--- src/rtl/core/tbs_pkg.sv ---
`timescale 1ns / 1ps
// ----------------------------------------------------------------------------
// tbs_pkg
// Types, codes and sizes shared by the token bucket packet shaper files.
// ----------------------------------------------------------------------------
package tbs_pkg;

    localparam int TBS_QUEUE_DEPTH = 64;
    localparam int ID_W            = 16;
    localparam int TOKEN_W         = 10;
    localparam int TOTAL_W         = 16;
    localparam int CFG_IDX_W       = 1;
    localparam int CFG_DATA_W      = 16;

    localparam logic [TOKEN_W-1:0] DEPTH_RESET = TOKEN_W'(10);
    localparam logic [TOTAL_W-1:0] TOTAL_RESET = TOTAL_W'(20);

    typedef enum logic [CFG_IDX_W-1:0] {
        CFG_BUCKET_DEPTH = 1'b0,
        CFG_PACKET_TOTAL = 1'b1
    } cfg_index_t;

    typedef enum logic {
        OP_TICK    = 1'b0,
        OP_ARRIVAL = 1'b1
    } opcode_t;

    typedef enum logic [1:0] {
        TOK_NONE    = 2'd0,
        TOK_ADDED   = 2'd1,
        TOK_DROPPED = 2'd2
    } token_event_t;

    typedef enum logic [2:0] {
        PKT_NONE      = 3'd0,
        PKT_QUEUED    = 3'd1,
        PKT_TOO_LARGE = 3'd2,
        PKT_FULL      = 3'd3,
        PKT_PAST      = 3'd4
    } packet_event_t;

    typedef enum logic [1:0] {
        ST_IDLE,
        ST_EXEC,
        ST_FETCH,
        ST_RESOLVE
    } state_t;

    typedef struct packed {
        logic [ID_W-1:0]    id;
        logic [TOKEN_W-1:0] need;
    } slot_t;

    typedef struct packed {
        logic capture;
        logic execute;
        logic resolve;
    } dp_cmd_t;

    typedef struct packed {
        logic check;
    } dp_status_t;

endpackage

--- src/rtl/core/tbs_ctrl.sv ---
`timescale 1ns / 1ps
// ----------------------------------------------------------------------------
// tbs_ctrl
// Sequencer for the shaper: capture, execute, fetch head, resolve release.
// ----------------------------------------------------------------------------
module tbs_ctrl
    import tbs_pkg::*;
(
    input  logic       clk,
    input  logic       rst_n,
    input  logic       in_valid,
    output logic       in_ready,
    output logic       out_valid,
    input  logic       out_ready,
    input  dp_status_t status,
    output dp_cmd_t    cmd
);

    state_t state_reg, state_next;
    logic   out_valid_reg, out_valid_next;
    logic   out_free;

    assign out_free = !out_valid_reg || out_ready;

    always_comb
    begin
        state_next = state_reg;
        unique case (state_reg)
            ST_IDLE:
            begin
                if (in_valid)
                    state_next = ST_EXEC;
            end
            ST_EXEC:
            begin
                // skip the head fetch when no release check is due
                state_next = status.check ? ST_FETCH : ST_RESOLVE;
            end
            ST_FETCH:
            begin
                state_next = ST_RESOLVE;
            end
            ST_RESOLVE:
            begin
                if (out_free)
                    state_next = ST_IDLE;
            end
            default:
            begin
                state_next = ST_IDLE;
            end
        endcase
    end

    always_comb
    begin
        in_ready    = 1'b0;
        cmd.capture = 1'b0;
        cmd.execute = 1'b0;
        cmd.resolve = 1'b0;
        unique case (state_reg)
            ST_IDLE:
            begin
                in_ready    = 1'b1;
                cmd.capture = in_valid;
            end
            ST_EXEC:
            begin
                cmd.execute = 1'b1;
            end
            ST_FETCH:
            begin
            end
            ST_RESOLVE:
            begin
                cmd.resolve = out_free;
            end
            default:
            begin
            end
        endcase
    end

    always_comb
    begin
        if (cmd.resolve)
            out_valid_next = 1'b1;
        else if (out_ready)
            out_valid_next = 1'b0;
        else
            out_valid_next = out_valid_reg;
    end

    assign out_valid = out_valid_reg;

    always_ff @(posedge clk or negedge rst_n)
    begin
        if (!rst_n)
        begin
            state_reg     <= ST_IDLE;
            out_valid_reg <= 1'b0;
        end
        else
        begin
            state_reg     <= state_next;
            out_valid_reg <= out_valid_next;
        end
    end

endmodule

--- config.mk ---
export PLATFORM = sky130hd
export DESIGN_NAME = tbs_ctrl
export DESIGN_NICKNAME = d
export VERILOG_FILES = /design/src/rtl/core/tbs_pkg.sv /design/src/rtl/core/tbs_ctrl.sv
export SDC_FILE = /design/constraint.sdc
export NUM_CORES = 1
export LEC_CHECK = 0
export ABC_AREA = 0
export BUFFER_PORTS_ARGS = -buffer_cell sky130_fd_sc_hd__buf_2
export CAP_MARGIN = 30
export CORE_AREA = 2 2 39 41
export CTS_BUF_LIST = sky130_fd_sc_hd__clkbuf_8 sky130_fd_sc_hd__clkbuf_16
export CTS_CLUSTER_DIAMETER = 100
export CTS_CLUSTER_SIZE = 20
export DETAILED_ROUTE_END_ITERATION = 8
export DIE_AREA = 0 0 41 43
export SLEW_MARGIN = 20
export SYNTH_ARGS = -nofsm -noshare
export SYNTH_HDL_FRONTEND = slang
export SYNTH_SLANG_ARGS = --single-unit
--- constraint.sdc ---
create_clock -name clk -period 1.34 [get_ports clk]
set_input_delay 0.201 -clock clk [delete_from_list [all_inputs] [get_ports clk]]
set_output_delay 0.201 -clock clk [all_outputs]
set_load 0.005 [all_outputs]
Word level (Yosys, flattened, before mapping)
Index checks and enable logic that the tools add are counted.

storage, ports and cells
  register bits after elaboration = 3
  bits of input ports = 5
  output and inout port bits = 5

operators by class
  eq/ne operators = 5
  mux-type cells = 10
  reduce and logical (&&, ||, !) cells = 5

operators with widths
  kind                                                 number
  case mux 2 bit (4 select lines)                      1
  two-way mux 1 bit                                    7
  equality test 2 bit, second input constant           2
  two-way mux 2 bit                                    2
  inequality test 2 bit, second input constant         2
  equality test 2 x 1 -> 1 bit, second input constant  1
  zero test 2 bit                                      1
  AND reduction 2 bit                                  1
  nonzero test 2 bit                                   1
  zero test 1 bit                                      1
  logical OR 1 bit                                     1

Depth between registers and ports, before layout
Gate-level depths: netlist (run 1).

  depth in word-level cells = 4
  depth in mapped cells = 5
  mapped depth without buffers = 5

Worst setup path before layout (run 1)
No wires, ideal clock.

  kind = flip-flop to flip-flop
  start point = reg state_reg[0]
  end point = reg state_reg[1]
  path slack = 47 ps
  data arrival time = 1,168 ps
  required time = 1,215 ps
  period minus slack after synthesis = 1,293 ps
  path buffers = 0
  stages on the path, launching flop included = 6
  library setup time = 125 ps
  path through = dfrtp_1 -> inv_1 -> ha_1 -> inv_1 -> o21ai_2 -> mux2_4

between the ends
  longest elaborated chain between the ends = 3
  elaborated cells between the ends (all ways) = 8
  those cells by class = 5 x eq/ne; 1 x mux; 2 x reduce/logical

ends and longest elaborated chain
  element                                                        RTL line         RTL
  from (decl)                                                    tbs_ctrl.sv:19   state_t state_reg, state_next;
  from (signal assigned)                                         tbs_ctrl.sv:105  state_reg <= state_next;
  equality test 2 bit / zero test 2 bit (equally long branches)  tbs_ctrl.sv:28   unique case (state_reg)
  inequality test 2 bit (no source line)                         -
  AND reduction 2 bit (no source line)                           -

Parallel ways exist; a longest one is shown, timed or not.
A chain may end at the register's enable or synchronous reset.

==> impl_metrics.ini, run 1 <==
[hold_path]
hold_start = out_ready
hold_end = out_valid$_DFFE_PN0P_
hp-class = in2reg
min_path_cells = 3

[logic_synthesis]
synth_area_um2 = 226
syn_nets = 29
async_reset_ff_frac = 1.00
avgSynthCellArea_um2 = 10.8
synth_edf_count = 0
ys_seq_elements = 3
postSynthCellCount = 21
yosysTopAreaCell = dfrtp_1
synthTopCellsByCount = 3 x dfrtp_1, 3 x ha_1, 3 x inv_1, 3 x nand2b_1, 2 x and2_1
synth-main-ff-cell = dfrtp_1
yosysSeqAreaShare = 0.331
post_synth_num_cell_types = 12
synth_top_cell_area_share = 0.331
synthTopCellsByArea = dfrtp_1 33%, ha_1 17%, nand3b_4 8.8%
yosys_warnings = 0

[place]
place_hpwl_um = 311
post-place-ws_ns = 0.0438
finalWeightedCongestion = 0.613
port_buffers = 9
place_area_um2 = 292

[critical_path]
slowest_delay_ns = 0.40
cp_top_family = flip-flops
crit_slowest_cell = dfrtp_1
r2r_start = state_reg[1]$_DFFE_PN0P_
cp_max_fo = 4
endpoint_kind = output port
rrSetupSlack_ns = 0.05
arrival_ns = 1.09
required_ns = 1.14
worst-path-buf-inv = 1
worstSetupPathType = reg2out
r2r_end = state_reg[0]$_DFFE_PN0P_
reg2reg_depth = 6
path_cells = ha_2 -> and2_1 -> buf_2
cp-start-kind = flip-flop

[sta]
finalClockSkew_ns = 0.000290
relSlewSlack = 0.906
hold_ws_ns = 0.280
post-route-period-util = 0.962
fmax_ghz = 0.776
period_needed_ns = 1.29
setup_ws_ns = 0.0511
rsz0062_at_grt = no
setup_tns_ns = 0
worstMarginPinSlew_ns = 0.141
slew_violations = 0
hold_violations = 0
setup_viol = 0

[clock_tree]
cts.sinks = 3
cts_buffer_depth = 2
cts-root-buf = clkbuf_8
clk_pin_slew_ns = 0.03
insertion_delay_ns = 0.21
cts_max_level = 1
cts_tree = yes
numCtsBuffers = 3

[power]
seqPwrFrac = 0.213
p_comb_frac = 0.512
p_per_area_mw_per_mm2 = 2410
vdd_drop_max_mv = 0.494
internal-power_mw = 0.621
pwr-share-clk = 0.275
power_leakage_nw = 0.203
power.share.switching = 0.321
switchingPower_mw = 0.294

[global_routing]
grt_antenna_before_repair = 0
grt_pass1_wl_um = 669
grt_max_degree = 5
grt_overflow = 0
grt_usage = 0.0663
first_global_vias = 185

[layout]
fillers = 158
largest_register_ffs = 2
fin_util = 0.274
drive_above_1_share = 0.622
area_delta_synth_final_pct = 67.4
diodes = 0
layout.nets = 46
stdcell_area_um2 = 379

[drt]
ant_nets = 0
drt_iter0_drc = 1
firstDrtPassIters = 3
vias = 194
routed_wirelength_um = 414
viasPerCell = 3.66
drc = 0
wire_per_inst_um = 7.81

[floorplanning]
row_count = 14
start_util = 0.164
design.portCount = 10
die_width_um = 41
core_mm2 = 0.00138
die_h_um = 43
die_area_mm2 = 0.00176

[job]
cap_viol_max_count = 0

[status]
outcome = complete, no violations
## cells by family after synthesis
group           after synthesis  share of synthesized area
flops                         3                      0.331
simple gates                  7                      0.243
buf+inv                       4                     0.0829
fa+ha+maj                     3                      0.166
mux                           1                     0.0663
compound gates                3                      0.111
## layout by cell type, fill, tap and decap left out, drive strengths merged
cell type	instances
buf	12
inv	4
o2bb2a	1
and2	2
clkbuf	3
mux2	1
a31oi	1
ha	3
o21ai	1
dlygate4sd3	1
nand3b	1
dfrtp	3
nand2b	3
nor2	1
## worst max-delay path by stage
stage	startpoint	endpoint	slack, ns	depth (start not counted)
after floorplan	state_reg[0]$_DFFE_PN0P_	state_reg[1]$_DFFE_PN0P_	0.05	5
after global placement	state_reg[0]$_DFFE_PN0P_	state_reg[1]$_DFFE_PN0P_	0.05	5
after detailed placement	state_reg[0]$_DFFE_PN0P_	state_reg[1]$_DFFE_PN0P_	0.04	5
after CTS	state_reg[1]$_DFFE_PN0P_	state_reg[0]$_DFFE_PN0P_	0.02	6
after global routing	state_reg[1]$_DFFE_PN0P_	state_reg[1]$_DFFE_PN0P_	0.0002	5
final	state_reg[0]$_DFFE_PN0P_	cmd[0]	0.05	3
## metal layers
metal | track usage | vias to the layer above | wire (µm)
met5 | 0 | - | 0
met4 | 0.100 | 0 | 13
met3 | 0.0314 | 2 | 26
met2 | 0.0844 | 4 | 236
met1 | 0.0581 | 88 | 138
li1 | - | 100 | -
## what timing repair did
action | CTS | global route
hold endpoints to repair | 3 | 0
gates resized for setup | 5 | 1
cloned | 0 | 0
hold buffers | 1 | 0
setup buffers | 2 | 1
pin swaps | 1 | 0
endpoints found under the setup margin | 3 | 3
## stage by stage
step | cells | power (mW)
2_1_floorplan | 21 | 0.463
3_3_place_gp | 46 | 0.567
3_5_place_dp | 46 | 0.571
4_1_cts | 52 | 0.910
5_1_grt | 53 | 1.01
6_report | 53 | 0.915
## power groups by stage
stage	Clock, mW	Sequential [mW]	Combinational [mW]
after floorplan	0	0.191	0.272
after global placement	0	0.196	0.371
after detailed placement	0	0.195	0.376
after CTS	0.260	0.197	0.453
after global routing	0.264	0.202	0.543
final	0.251	0.195	0.469
## area by class of cell
class,count,area [µm²],area share
timing repair buffer,13,77.6,0.205
multi-input combinational,14,150,0.396
clock inverter,1,3.75,0.00990
tap,16,20.0,0.0528
clock buffer,3,41.3,0.109
sequential,3,75.1,0.198
inverter,3,11.3,0.0297
## worst min-delay path, delay by kind of cell
| kind | cells | cell delay, ns |
|---|---|---|
| AND/OR/NAND/NOR | 2 | 0.16 |
| buffers and inverters | 1 | 0.08 |
Power figures use the tool's default switching activity.
==> run 2, diff against run 1 <==
Clock period 1.34 ns to 1.43 ns, I/O delays scaled along.
==> impl_metrics.ini, run 2 (synthesis results as in run 1) <==
[layout]
fin_util = 0.252
layout_common_cells = 9 x buf_2, 4 x inv_1, 3 x nand2b_1, 3 x clkbuf_8, 3 x dfrtp_1
drive_above_1_share = 0.486
multi_input_area_um2 = 135
fillers = 160
area_delta_synth_final_pct = 54.1
stdcell_area_um2 = 349
diodes = 0
mostFrequentLayoutCell = buf_2
register_area_um2 = 75.1
largest_register_ffs = 2
layout.nets = 44

[sta]
finalClockSkew_ns = 0.00152
setup_ws_ns = 0.0741
setup_tns_ns = 0
worstMarginPinSlew_ns = 0.146
slew_violations = 0
relSlewSlack = 0.902
post-route-period-util = 0.948
period_needed_ns = 1.36
hold_violations = 0
fmax_ghz = 0.738
setup_viol = 0
hold_ws_ns = 0.294
rsz0062_at_grt = no

[hold_path]
hold_end = out_valid$_DFFE_PN0P_
hp-class = in2reg
hold_start = out_ready
min_path_cells = 3

[global_routing]
first_global_vias = 180
grt_usage = 0.0553
grt_overflow = 0
grt_max_degree = 6
grt_pass1_wl_um = 586
grt_antenna_before_repair = 0

[clock_tree]
insertion_delay_ns = 0.21
cts_tree = yes
cts.sinks = 3
cts_buffer_depth = 2
cts_max_level = 1
cts-root-buf = clkbuf_8
numCtsBuffers = 3
clk_pin_slew_ns = 0.03

[critical_path]
arrival_ns = 1.14
cp_max_fo = 5
cp-start-kind = flip-flop
worst-path-buf-inv = 1
endpoint_kind = output port
r2r_end = state_reg[1]$_DFFE_PN0P_
slowest_delay_ns = 0.41
worstSetupPathType = reg2out
crit_slowest_cell = dfrtp_1
rrSetupSlack_ns = 0.11
required_ns = 1.22
cp_top_family = flip-flops
reg2reg_depth = 5
r2r_start = state_reg[0]$_DFFE_PN0P_
path_cells = ha_1 -> and2_1 -> buf_2

[floorplanning]
die_h_um = 43
core_mm2 = 0.00138
start_util = 0.164
row_count = 14
die_area_mm2 = 0.00176
die_width_um = 41
design.portCount = 10

[drt]
viasPerCell = 3.47
vias = 177
drc = 0
firstDrtPassIters = 4
wire_per_inst_um = 7.53
drt_iter0_drc = 1
ant_nets = 0
routed_wirelength_um = 384

[power]
power_leakage_nw = 0.197
p_per_area_mw_per_mm2 = 2210
vdd_drop_max_mv = 0.483

[place]
place_hpwl_um = 303
port_buffers = 9
finalWeightedCongestion = 0.590
place_area_um2 = 284
post-place-ws_ns = 0.0850

[job]
cap_viol_max_count = 0

[status]
outcome = complete, no violations
## run 2: cell count changes in the layout (fill, tap and decap cells not counted)
| cell | delta |
|---|---|
| inv_2 | -2 |
| inv_1 | +2 |
| ha_2 | -1 |
| buf_4 | -2 |
| ha_4 | -1 |
| ha_1 | +2 |
## run 2: metrics by stage
step           total power [mW]  instances
2_1_floorplan             0.434         21
3_3_place_gp              0.513         45
3_5_place_dp              0.516         45
4_1_cts                   0.768         50
5_1_grt                   0.847         51
6_report                  0.771         51
## run 2: where the power goes
group	total [mW]	switching (mW)	internal [mW]
logic	0.353	0.145	0.208
clock network	0.238	0.0551	0.183
registers	0.180	0.0472	0.133
## run 2: final cells by class
type / instances / area share
inverters: 3 / 0.0323
multi-input cells: 14 / 0.387
repair buffers: 11 / 0.179
clock inverters: 1 / 0.0108
clock buffers: 3 / 0.118
well taps: 16 / 0.0573
flip-flops and latches: 3 / 0.215
## run 2: layer usage
metal | GRT usage | vias up | routed length, µm
met3 | 0.0314 | 0 | 31
met4 | 0.0600 | 0 | 0
met5 | 0 | - | 0
li1 | - | 94 | -
met2 | 0.0844 | 4 | 217
met1 | 0.0419 | 79 | 135
## run 2: repair_timing
action | CTS | global route
hold buffers | 1 | 0
buffers inserted | 0 | 1
gates resized for setup | 0 | 1
setup endpoints to repair | 0 | 2
endpoints found under the hold margin | 3 | 0
## run 2: how the worst max path moves through the flow
stage                             startpoint                       end  cells after the start
floorplan           state_reg[0]$_DFFE_PN0P_  state_reg[1]$_DFFE_PN0P_                      5
global placement    state_reg[0]$_DFFE_PN0P_  state_reg[1]$_DFFE_PN0P_                      5
detailed placement  state_reg[0]$_DFFE_PN0P_  state_reg[1]$_DFFE_PN0P_                      5
CTS                 state_reg[0]$_DFFE_PN0P_                    cmd[2]                      4
global route        state_reg[0]$_DFFE_PN0P_                    cmd[0]                      3
finish              state_reg[0]$_DFFE_PN0P_                    cmd[0]                      3
## run 2: tightest hold or removal path, cell delays in order
cell and delay (ns):
buf_2 0.08, nand2b_1 0.10, nand2b_1 0.06
