<file path="config.mk">
export PLATFORM = sky130hd
export DESIGN_NAME = tbs_datapath
export DESIGN_NICKNAME = d
export VERILOG_FILES = /design/src/rtl/core/tbs_pkg.sv /design/src/rtl/core/tbs_datapath.sv
export SDC_FILE = /design/constraint.sdc
export NUM_CORES = 2
export LEC_CHECK = 0
export BUFFER_PORTS_ARGS = -buffer_cell sky130_fd_sc_hd__buf_2
export CAP_MARGIN = 20
export CELL_PAD_IN_SITES_DETAIL_PLACEMENT = 0
export CELL_PAD_IN_SITES_GLOBAL_PLACEMENT = 1
export CORE_UTILIZATION = 51
export CTS_CLUSTER_DIAMETER = 150
export DETAILED_ROUTE_END_ITERATION = 8
export GPL_TIMING_DRIVEN = 0
export PLACE_DENSITY = 0.79
export SYNTH_ARGS = -nofsm -noshare
export SYNTH_HDL_FRONTEND = slang
export SYNTH_SLANG_ARGS = --single-unit
</file>
<file path="constraint.sdc">
create_clock -name clk -period 4.4 [get_ports clk]
set_input_delay 0.88 -clock clk [delete_from_list [all_inputs] [get_ports clk]]
set_output_delay 0.88 -clock clk [all_outputs]
set_load 0.02 [all_outputs]
</file>
<file path="src/rtl/core/tbs_pkg.sv">
`timescale 1ns / 1ps
// ----------------------------------------------------------------------------
// tbs_pkg
// Types, codes and sizes shared by the token bucket packet shaper files.
// ----------------------------------------------------------------------------
package tbs_pkg;

    localparam int TBS_QUEUE_DEPTH = 64;
    localparam int ID_W            = 16;
    localparam int TOKEN_W         = 10;
    localparam int TOTAL_W         = 16;
    localparam int CFG_IDX_W       = 1;
    localparam int CFG_DATA_W      = 16;

    localparam logic [TOKEN_W-1:0] DEPTH_RESET = TOKEN_W'(10);
    localparam logic [TOTAL_W-1:0] TOTAL_RESET = TOTAL_W'(20);

    typedef enum logic [CFG_IDX_W-1:0] {
        CFG_BUCKET_DEPTH = 1'b0,
        CFG_PACKET_TOTAL = 1'b1
    } cfg_index_t;

    typedef enum logic {
        OP_TICK    = 1'b0,
        OP_ARRIVAL = 1'b1
    } opcode_t;

    typedef enum logic [1:0] {
        TOK_NONE    = 2'd0,
        TOK_ADDED   = 2'd1,
        TOK_DROPPED = 2'd2
    } token_event_t;

    typedef enum logic [2:0] {
        PKT_NONE      = 3'd0,
        PKT_QUEUED    = 3'd1,
        PKT_TOO_LARGE = 3'd2,
        PKT_FULL      = 3'd3,
        PKT_PAST      = 3'd4
    } packet_event_t;

    typedef enum logic [1:0] {
        ST_IDLE,
        ST_EXEC,
        ST_FETCH,
        ST_RESOLVE
    } state_t;

    typedef struct packed {
        logic [ID_W-1:0]    id;
        logic [TOKEN_W-1:0] need;
    } slot_t;

    typedef struct packed {
        logic capture;
        logic execute;
        logic resolve;
    } dp_cmd_t;

    typedef struct packed {
        logic check;
    } dp_status_t;

endpackage

</file>
<file path="src/rtl/core/tbs_datapath.sv">
`timescale 1ns / 1ps
// ----------------------------------------------------------------------------
// tbs_datapath
// Bucket, arrival counter, packet FIFO and result register of the shaper.
// ----------------------------------------------------------------------------
module tbs_datapath
    import tbs_pkg::*;
#(
    parameter int QUEUE_DEPTH = TBS_QUEUE_DEPTH,
    parameter int COUNT_W     = $clog2(QUEUE_DEPTH + 1)
)
(
    input  logic                  clk,
    input  logic                  rst_n,
    input  dp_cmd_t               cmd,
    output dp_status_t            status,
    input  logic                  opcode,
    input  logic [ID_W-1:0]       packet_id,
    input  logic [TOKEN_W-1:0]    tokens_needed,
    input  logic                  cfg_we,
    input  logic [CFG_IDX_W-1:0]  cfg_index,
    input  logic [CFG_DATA_W-1:0] cfg_data,
    output logic [1:0]            token_event,
    output logic [2:0]            packet_event,
    output logic                  released,
    output logic [ID_W-1:0]       released_id,
    output logic [TOKEN_W-1:0]    token_level,
    output logic [COUNT_W-1:0]    queue_length
);

    localparam int PTR_W = (QUEUE_DEPTH > 1) ? $clog2(QUEUE_DEPTH) : 1;
    localparam logic [PTR_W-1:0]   LAST_SLOT = PTR_W'(QUEUE_DEPTH - 1);
    localparam logic [COUNT_W-1:0] FULL_CNT  = COUNT_W'(QUEUE_DEPTH);

    // configuration
    logic [TOKEN_W-1:0] depth_reg;
    logic [TOTAL_W-1:0] total_reg;

    // architectural state
    logic [TOKEN_W-1:0] token_reg, token_next;
    logic [PTR_W-1:0]   head_reg, head_next;
    logic [PTR_W-1:0]   tail_reg, tail_next;
    logic [COUNT_W-1:0] count_reg, count_next;
    logic [TOTAL_W-1:0] arrivals_reg, arrivals_next;

    // captured item and execute results
    logic               op_reg;
    logic [ID_W-1:0]    pid_reg;
    logic [TOKEN_W-1:0] need_reg;
    token_event_t       tev_reg, tev_next;
    packet_event_t      pev_reg, pev_next;
    logic               check_reg, check_next;
    logic               push;

    // FIFO storage
    slot_t              mem [QUEUE_DEPTH];
    slot_t              head_slot_reg;

    // result register
    logic [1:0]         res_tev_reg;
    logic [2:0]         res_pev_reg;
    logic               res_rel_reg;
    logic [ID_W-1:0]    res_id_reg;
    logic [TOKEN_W-1:0] res_level_reg;
    logic [COUNT_W-1:0] res_count_reg;

    logic               live;
    logic               release_ok;

    assign live = arrivals_reg < total_reg;

    // execute step: bucket and arrival side
    always_comb
    begin
        tev_next      = TOK_NONE;
        pev_next      = PKT_NONE;
        check_next    = 1'b0;
        push          = 1'b0;
        arrivals_next = arrivals_reg;
        if (op_reg == OP_TICK)
        begin
            if (live)
            begin
                if (token_reg < depth_reg)
                begin
                    tev_next   = TOK_ADDED;
                    check_next = 1'b1;
                end
                else
                begin
                    tev_next = TOK_DROPPED;
                end
            end
        end
        else
        begin
            if (!live)
            begin
                pev_next = PKT_PAST;
            end
            else
            begin
                arrivals_next = arrivals_reg + TOTAL_W'(1);
                if (need_reg > depth_reg)
                    pev_next = PKT_TOO_LARGE;
                else if (count_reg >= FULL_CNT)
                    pev_next = PKT_FULL;
                else
                begin
                    pev_next   = PKT_QUEUED;
                    check_next = 1'b1;
                    push       = 1'b1;
                end
            end
        end
    end

    assign status.check = check_next;

    assign release_ok = check_reg && (count_reg != '0) && (token_reg >= head_slot_reg.need);

    // state update: execute adds a token or pushes, resolve pops
    always_comb
    begin
        token_next = token_reg;
        head_next  = head_reg;
        tail_next  = tail_reg;
        count_next = count_reg;
        if (cmd.execute)
        begin
            if (tev_next == TOK_ADDED)
                token_next = token_reg + TOKEN_W'(1);
            if (push)
            begin
                tail_next  = (tail_reg == LAST_SLOT) ? '0 : tail_reg + PTR_W'(1);
                count_next = count_reg + COUNT_W'(1);
            end
        end
        else if (cmd.resolve && release_ok)
        begin
            token_next = token_reg - head_slot_reg.need;
            head_next  = (head_reg == LAST_SLOT) ? '0 : head_reg + PTR_W'(1);
            count_next = count_reg - COUNT_W'(1);
        end
    end

    always_ff @(posedge clk or negedge rst_n)
    begin
        if (!rst_n)
        begin
            depth_reg    <= DEPTH_RESET;
            total_reg    <= TOTAL_RESET;
            token_reg    <= '0;
            head_reg     <= '0;
            tail_reg     <= '0;
            count_reg    <= '0;
            arrivals_reg <= '0;
            check_reg    <= 1'b0;
        end
        else
        begin
            if (cfg_we)
            begin
                unique case (cfg_index_t'(cfg_index))
                    CFG_BUCKET_DEPTH: depth_reg <= cfg_data[TOKEN_W-1:0];
                    CFG_PACKET_TOTAL: total_reg <= cfg_data[TOTAL_W-1:0];
                    default:          ;
                endcase
            end
            token_reg <= token_next;
            head_reg  <= head_next;
            tail_reg  <= tail_next;
            count_reg <= count_next;
            if (cmd.execute)
            begin
                arrivals_reg <= arrivals_next;
                check_reg    <= check_next;
            end
        end
    end

    // payload registers
    always_ff @(posedge clk)
    begin
        if (cmd.capture)
        begin
            op_reg   <= opcode;
            pid_reg  <= packet_id;
            need_reg <= tokens_needed;
        end
        if (cmd.execute)
        begin
            tev_reg <= tev_next;
            pev_reg <= pev_next;
        end
        if (cmd.resolve)
        begin
            res_tev_reg   <= tev_reg;
            res_pev_reg   <= pev_reg;
            res_rel_reg   <= release_ok;
            res_id_reg    <= release_ok ? head_slot_reg.id : '0;
            res_level_reg <= token_next;
            res_count_reg <= count_next;
        end
    end

    // FIFO memory: one write port, registered read of the head slot
    always_ff @(posedge clk)
    begin
        if (cmd.execute && push)
            mem[tail_reg] <= '{id: pid_reg, need: need_reg};
        head_slot_reg <= mem[head_reg];
    end

    assign token_event  = res_tev_reg;
    assign packet_event = res_pev_reg;
    assign released     = res_rel_reg;
    assign released_id  = res_id_reg;
    assign token_level  = res_level_reg;
    assign queue_length = res_count_reg;

endmodule

</file>
# [Word level (Yosys, flattened, before mapping)]
# Memory sizes are Yosys's and may differ from the RTL's. A register that Yosys moved wholly into a read port is not among the register bits.
# Index checks and enable logic that the tools add are counted.
[word_totals] regBits=143 ram_bits=1664 inputBits=50 out_inout_bits=40 word_cells=76 memories=1
[op_classes] n_addsub=7 order_cmp=5 n_eq_ne=3 muxes=23 bitwise_logic=4 reduce_logical=12
[memory_table] name="mem" depth=64 width=26 rd=1 rd_clocked_by_memory_dff=1 wr=1 line="tbs_datapath.sv:56" source="slot_t mem [QUEUE_DEPTH];"
[op_table] cell="$mux 10" n=3
[op_table] cell="$mux 7" n=3
[op_table] cell="$add 16x1->16 const B" n=1
[op_table] cell="$lt 16x16->1" n=1
[op_table] cell="$add 6x1->6 const B" n=2
[op_table] cell="$eq 6x6->1 const B" n=2
[op_table] cell="$mux 6" n=2
[op_table] cell="$add 10x1->10 const B" n=1
[op_table] cell="$ge 10x10->1" n=1
[op_table] cell="$gt 10x10->1" n=1
[op_table] cell="$lt 10x10->1" n=1
[op_table] cell="$mux 2" n=5
[op_table] cell="$reduce_and 2->1" n=5
[op_table] cell="$sub 10x10->10" n=1
[op_table] cell="$mux 1" n=9
[op_table] cell="$add 7x1->7 const B" n=1
[op_table] cell="$ge 7x7->1 const B" n=1
[op_table] cell="$reduce_bool 7->1" n=1
[op_table] cell="$sub 7x1->7 const B" n=1
[op_table] cell="$logic_and 1x1->1" n=4
[op_table] cell="$not 1->1" n=4
[op_table] cell="$mux 3" n=1
[op_table] cell="$reduce_and 3->1" n=1
[op_table] cell="$reduce_or 3->1" n=1
[op_table] cell="$eq 2x1->1 const B" n=1

# [Depth between registers and ports, before layout]
[logic_depth] depth_word=8 ltp_mapped=11 ltp_nobuf=10

# [Worst setup path after synthesis]
# No wires, ideal clock.
[synth_path] kind="register to register" startpoint="reg need_reg[4]" endpoint="mem mem[48][0] (netlist name) (enable)" setup_time_ps=409 arrival_time_ps=4075 t_required_ps=3991 slack_ps=-84 path_stages_with_launch=9 n_path_buf=1 synth_period_minus_slack_ps=4484 path_cell_list="edfxtp_1 ha_1 a41oi_1 o21ai_0 a2111oi_0 o21ba_2 buf_2 nand4b_1 nor2_1"
[synth_between] elab_chain_len=7
[synth_rtl] item="start: declaration" line="tbs_datapath.sv:49" source="logic [TOKEN_W-1:0] need_reg;"
[synth_rtl] item="start signal: assignment" line="tbs_datapath.sv:189" source="need_reg <= tokens_needed;"
[synth_rtl] item="$gt 10x10->1" line="tbs_datapath.sv:104" source="if (need_reg > depth_reg)"
[synth_rtl] item="$mux 1" line="tbs_datapath.sv:104"
[synth_rtl] item="$mux 1" line="tbs_datapath.sv:97" source="if (!live)"
[synth_rtl] item="$mux 1" line="tbs_datapath.sv:80" source="if (op_reg == OP_TICK)"
[synth_rtl] item="$logic_and 1x1->1" line="tbs_datapath.sv:210" source="if (cmd.execute && push)"
[synth_rtl] item="$mux 1" line="tbs_datapath.sv:210"
[synth_rtl] item="$mux 1 (implied by the code)" line="tbs_datapath.sv:211" source="mem[tail_reg] <= '{id: pid_reg, need: need_reg};"
[synth_rtl] item="end: declaration" line="tbs_datapath.sv:56"
# Every way passes these cells.

# [Worst setup path in the final report]
[layout_path] startpoint="reg need_reg[7]" endpoint="mem mem[15][9] (netlist name) (enable)"
# Same word-level chain as after synthesis.

==> out/metrics.yaml <==
finish:
  finished_layout_cell_area_um2: 83690
  largest_register_ffs: 1664
  final.fill_count: 9153
  drive_gt1_share_pct: 33.71
  design.final.nets: 3631
  area.growth.synth_to_final_pct: 17.82
drt:
  average_via_count_per_standard_cell: 6.502
  vias: 35610
  drc_violations_left: 0
  post_drt_wl_per_cell_um: 34.12
  routed_wl_um: 186900
  initial_drc_count: 4925
  firstDrtPassIters: 5
  ant_nets: 0
synthesis:
  async_reset_ff_share_pct: 3.928
  synth_cells: 3067
  synth_warnings: 0
  ys_ff_latch: 1833
  postSynthNetCount: 3169
  synthesized_area_per_cell_um2: 23.16
  synth_top_area_cells: "sky130_fd_sc_hd__edfxtp_1, sky130_fd_sc_hd__mux4_2, sky130_fd_sc_hd__dfrtp_1"
  synth_cell_types: 66
  syn_area_um2: 71030
  ys_seq_area_share_pct: 76.62
  ys.flop_type: "sky130_fd_sc_hd__edfxtp_1"
  yosys.area.top_type: "sky130_fd_sc_hd__edfxtp_1"
  synth_most_common_cell: "sky130_fd_sc_hd__edfxtp_1"
  post_synth_most_frequent_cells: "sky130_fd_sc_hd__edfxtp_1, sky130_fd_sc_hd__mux4_2, sky130_fd_sc_hd__nor2_1"
  synth.top_cell.area_share_pct: 73.35
  synth-edff-count: 1735
critical_path:
  worstPathRequired_ns: 4.91
  r2r_cells: 10
  setup.reg_to_reg.worst_slack_ns: 0.07
  critical_path.startpoint_type: "register"
  worst-endpoint-arrival_ns: 4.84
  reg2reg_to: "mem[15][9]"
  timing.critical_path.to_type: "register"
  worst_r2r_startpoint: "need_reg[7]"
  timing_worst_setup_path_type: "register to register"
  worst-path-max-fanout: 25
timing:
  period_needed_ns: 4.326
  tightest_slew_margin_relative_to_the_limit_pct: 23.51
  finalCritPeriodShare_pct: 98.32
  finalClockSkew_ns: 0.07448
  drv_slew: 0
  final-setup-viol-count: 0
  tightest_slew_ns: 1.147
  achievable-frequency_mhz: 231.1
  final.setup.tns_ns: 0
  hold_viol_final: 0
worst_hold_path:
  cell_depth_of_the_worst_min_delay_path: 1
  timing.hold.worst_endpoint: "pid_reg[15]"
  worst_hold_path_type: "input pin to register"
  worstHoldStart: "packet_id[15]"
die:
  fp.dieW_um: 375.2
  num_rows: 136
  fp.dieArea_um2: 140800
  initial_core_util_pct: 51.54
  ioPinCount: 90
  die-height_um: 375.2
  core-area_um2: 137800
power_and_ir_drop:
  total_leakage_power_nw: 26.79
  total_power_after_layout_mw: 49.57
  power_density_nw_per_um2: 592.3
  worst_ir_drop_on_vdd_mv: 0.4038
cts:
  worstSkewPairLatency_ns: 0.82
  clkTransAtPathRegs_ns: 0.06
  cts_tree: "yes"
  cts.sink_count: 1833
  clockRootBuffer: "sky130_fd_sc_hd__clkbuf_16"
  htree_levels: 4
  cts_inserted_buffers: 176
  clock_path_buffers: 3
global_route:
  grt_max_degree: 55
  grt_pass1_wl_um: 260800
  number_of_global_route_vias_before_repair: 35150
  globalRouteTotalUtil_pct: 26.63
  number_of_antenna_violations_at_the_first_check_in_global_routing: 11
  globalRouteOverflowTotal: 0
run_status:
  run_status: "complete, no violations"
run:
  drv_cap: 0
placement:
  port-buffer-count: 89
  dp_hpwl_um: 118900
  finalWeightedCongestion: 0.8911
  post_dp_cell_area_um2: 77220
[stage by stage]
stage               util [%]  setup WS, ns  hold WS, ns  instances
floorplan                  -      -0.08386       0.4003       3067
global placement       53.49        -3.874       0.4057       4950
detailed placement     56.03        -1.127       0.4054       5072
CTS                    60.44       -0.2130       0.1855       5439
global route           60.71      -0.02339       0.1985       5470
finish                 60.72       0.07373       0.2325       5476
[layout by cell type (no fill, tap or decap), types with 8 or more instances in the layout]
| cell type | netlist | routed |
|---|---|---|
| sky130_fd_sc_hd__buf_4 | 33 | 85 |
| sky130_fd_sc_hd__bufinv_16 | 0 | 13 |
| sky130_fd_sc_hd__nand2_1 | 44 | 43 |
| sky130_fd_sc_hd__clkinv_2 | 0 | 29 |
| sky130_fd_sc_hd__a211oi_1 | 14 | 10 |
| sky130_fd_sc_hd__dfxtp_1 | 26 | 26 |
| sky130_fd_sc_hd__ha_1 | 51 | 49 |
| sky130_fd_sc_hd__o211ai_1 | 8 | 8 |
| sky130_fd_sc_hd__buf_2 | 14 | 101 |
| sky130_fd_sc_hd__and3_1 | 13 | 13 |
| sky130_fd_sc_hd__dfrtp_1 | 68 | 68 |
| sky130_fd_sc_hd__a31oi_1 | 9 | 9 |
| sky130_fd_sc_hd__clkinv_8 | 0 | 8 |
| sky130_fd_sc_hd__buf_12 | 0 | 37 |
| sky130_fd_sc_hd__o21ai_0 | 23 | 22 |
| sky130_fd_sc_hd__nor2_4 | 0 | 64 |
| sky130_fd_sc_hd__a21o_1 | 11 | 11 |
| sky130_fd_sc_hd__buf_16 | 0 | 81 |
| sky130_fd_sc_hd__nand3_1 | 30 | 29 |
| sky130_fd_sc_hd__xnor2_1 | 21 | 21 |
| sky130_fd_sc_hd__clkinv_1 | 0 | 33 |
| sky130_fd_sc_hd__and4_1 | 9 | 9 |
| sky130_fd_sc_hd__edfxtp_1 | 1735 | 1735 |
| sky130_fd_sc_hd__buf_6 | 6 | 13 |
| sky130_fd_sc_hd__mux2_2 | 22 | 22 |
| sky130_fd_sc_hd__a21oi_1 | 19 | 19 |
| sky130_fd_sc_hd__mux4_2 | 546 | 546 |
| sky130_fd_sc_hd__xor2_1 | 8 | 8 |
| sky130_fd_sc_hd__and2_1 | 20 | 20 |
| sky130_fd_sc_hd__nor2_1 | 83 | 19 |
| sky130_fd_sc_hd__nor3_1 | 10 | 10 |
| sky130_fd_sc_hd__nand4_1 | 13 | 13 |
| sky130_fd_sc_hd__clkbuf_1 | 63 | 105 |
| sky130_fd_sc_hd__inv_1 | 53 | 53 |
| sky130_fd_sc_hd__buf_1 | 31 | 31 |
| sky130_fd_sc_hd__clkbuf_16 | 0 | 181 |
| sky130_fd_sc_hd__buf_8 | 0 | 11 |
[logic make-up (layout without fill, tap and decap cells)]
logic type / after synthesis / in the layout / synth area share, %
AO/OA/AOI/OAI: 127 / 127 / 1.265
XOR/XNOR: 29 / 29 / 0.3576
adder cells (fa/ha/maj): 52 / 52 / 0.9265
buffers and inverters: 200 / 806 / 1.319
flip-flops: 1833 / 1833 / 76.62
multiplexers: 571 / 571 / 17.70
other: 0 / 6 / 0
AND/OR/NAND/NOR: 255 / 258 / 1.806
[per-layer routing]
layer / track usage, % / share of wire (%) / vias to the layer above
met2: 40.85 / 47 / 2482
met3: 7.173 / 13 / 449
met5: 0 / 0.031 / -
met4: 10.42 / 4.1 / 10
li1: - / - / 14060
met1: 36.74 / 36 / 18610
[power breakdown]
group          leakage, nW  internal, mW  switching, mW
logic                 7.28          6.23           8.18
clock network         2.75          8.32           6.61
registers             16.8          19.8          0.437
[how the worst max path moves through the flow]
stage | startpoint | endpoint | depth (start not counted)
2_1_floorplan | need_reg[4] | mem[48][0] | 8
3_3_place_gp | need_reg[7] | mem[17][7] | 8
3_5_place_dp | need_reg[7] | mem[44][9] | 12
4_1_cts | total_reg[4] | status | 9
5_1_grt | need_reg[7] | status | 10
6_report | need_reg[7] | mem[15][9] | 10
[final cells by class]
type	instances	area, um2	area share, %
diodes	6	15.01	0.01794
plain buffers	147	760.7	0.9090
clock buffers	225	4661	5.569
clock inverters	100	1001	1.196
inverters	53	198.9	0.2377
multi-input cells	1037	16260	19.42
flip-flops and latches	1833	54430	65.03
well taps	1794	2245	2.682
repair buffers	281	4128	4.932
[what timing repair did]
action                     4_1_cts  5_1_grt
cloned                           3        6
buffers inserted                38       20
hold buffers                     1        0
gates resized for setup          7       20
hold endpoints to repair        18        0
pin swaps                       13        2
setup endpoints to repair     1667      198
[worst max-delay path, cell delays in order, from the launching register on]
cell	delay, ns
sky130_fd_sc_hd__edfxtp_1	0.45
sky130_fd_sc_hd__clkbuf_16	0.22
sky130_fd_sc_hd__buf_16	0.17
sky130_fd_sc_hd__ha_4	0.29
sky130_fd_sc_hd__nand4_1	0.13
sky130_fd_sc_hd__nor3_1	0.58
sky130_fd_sc_hd__o21ba_4	0.31
sky130_fd_sc_hd__buf_2	0.36
sky130_fd_sc_hd__nand3_2	0.53
sky130_fd_sc_hd__nor2_4	0.66
sky130_fd_sc_hd__buf_16	0.24
(Power assumes the default switching activity.)
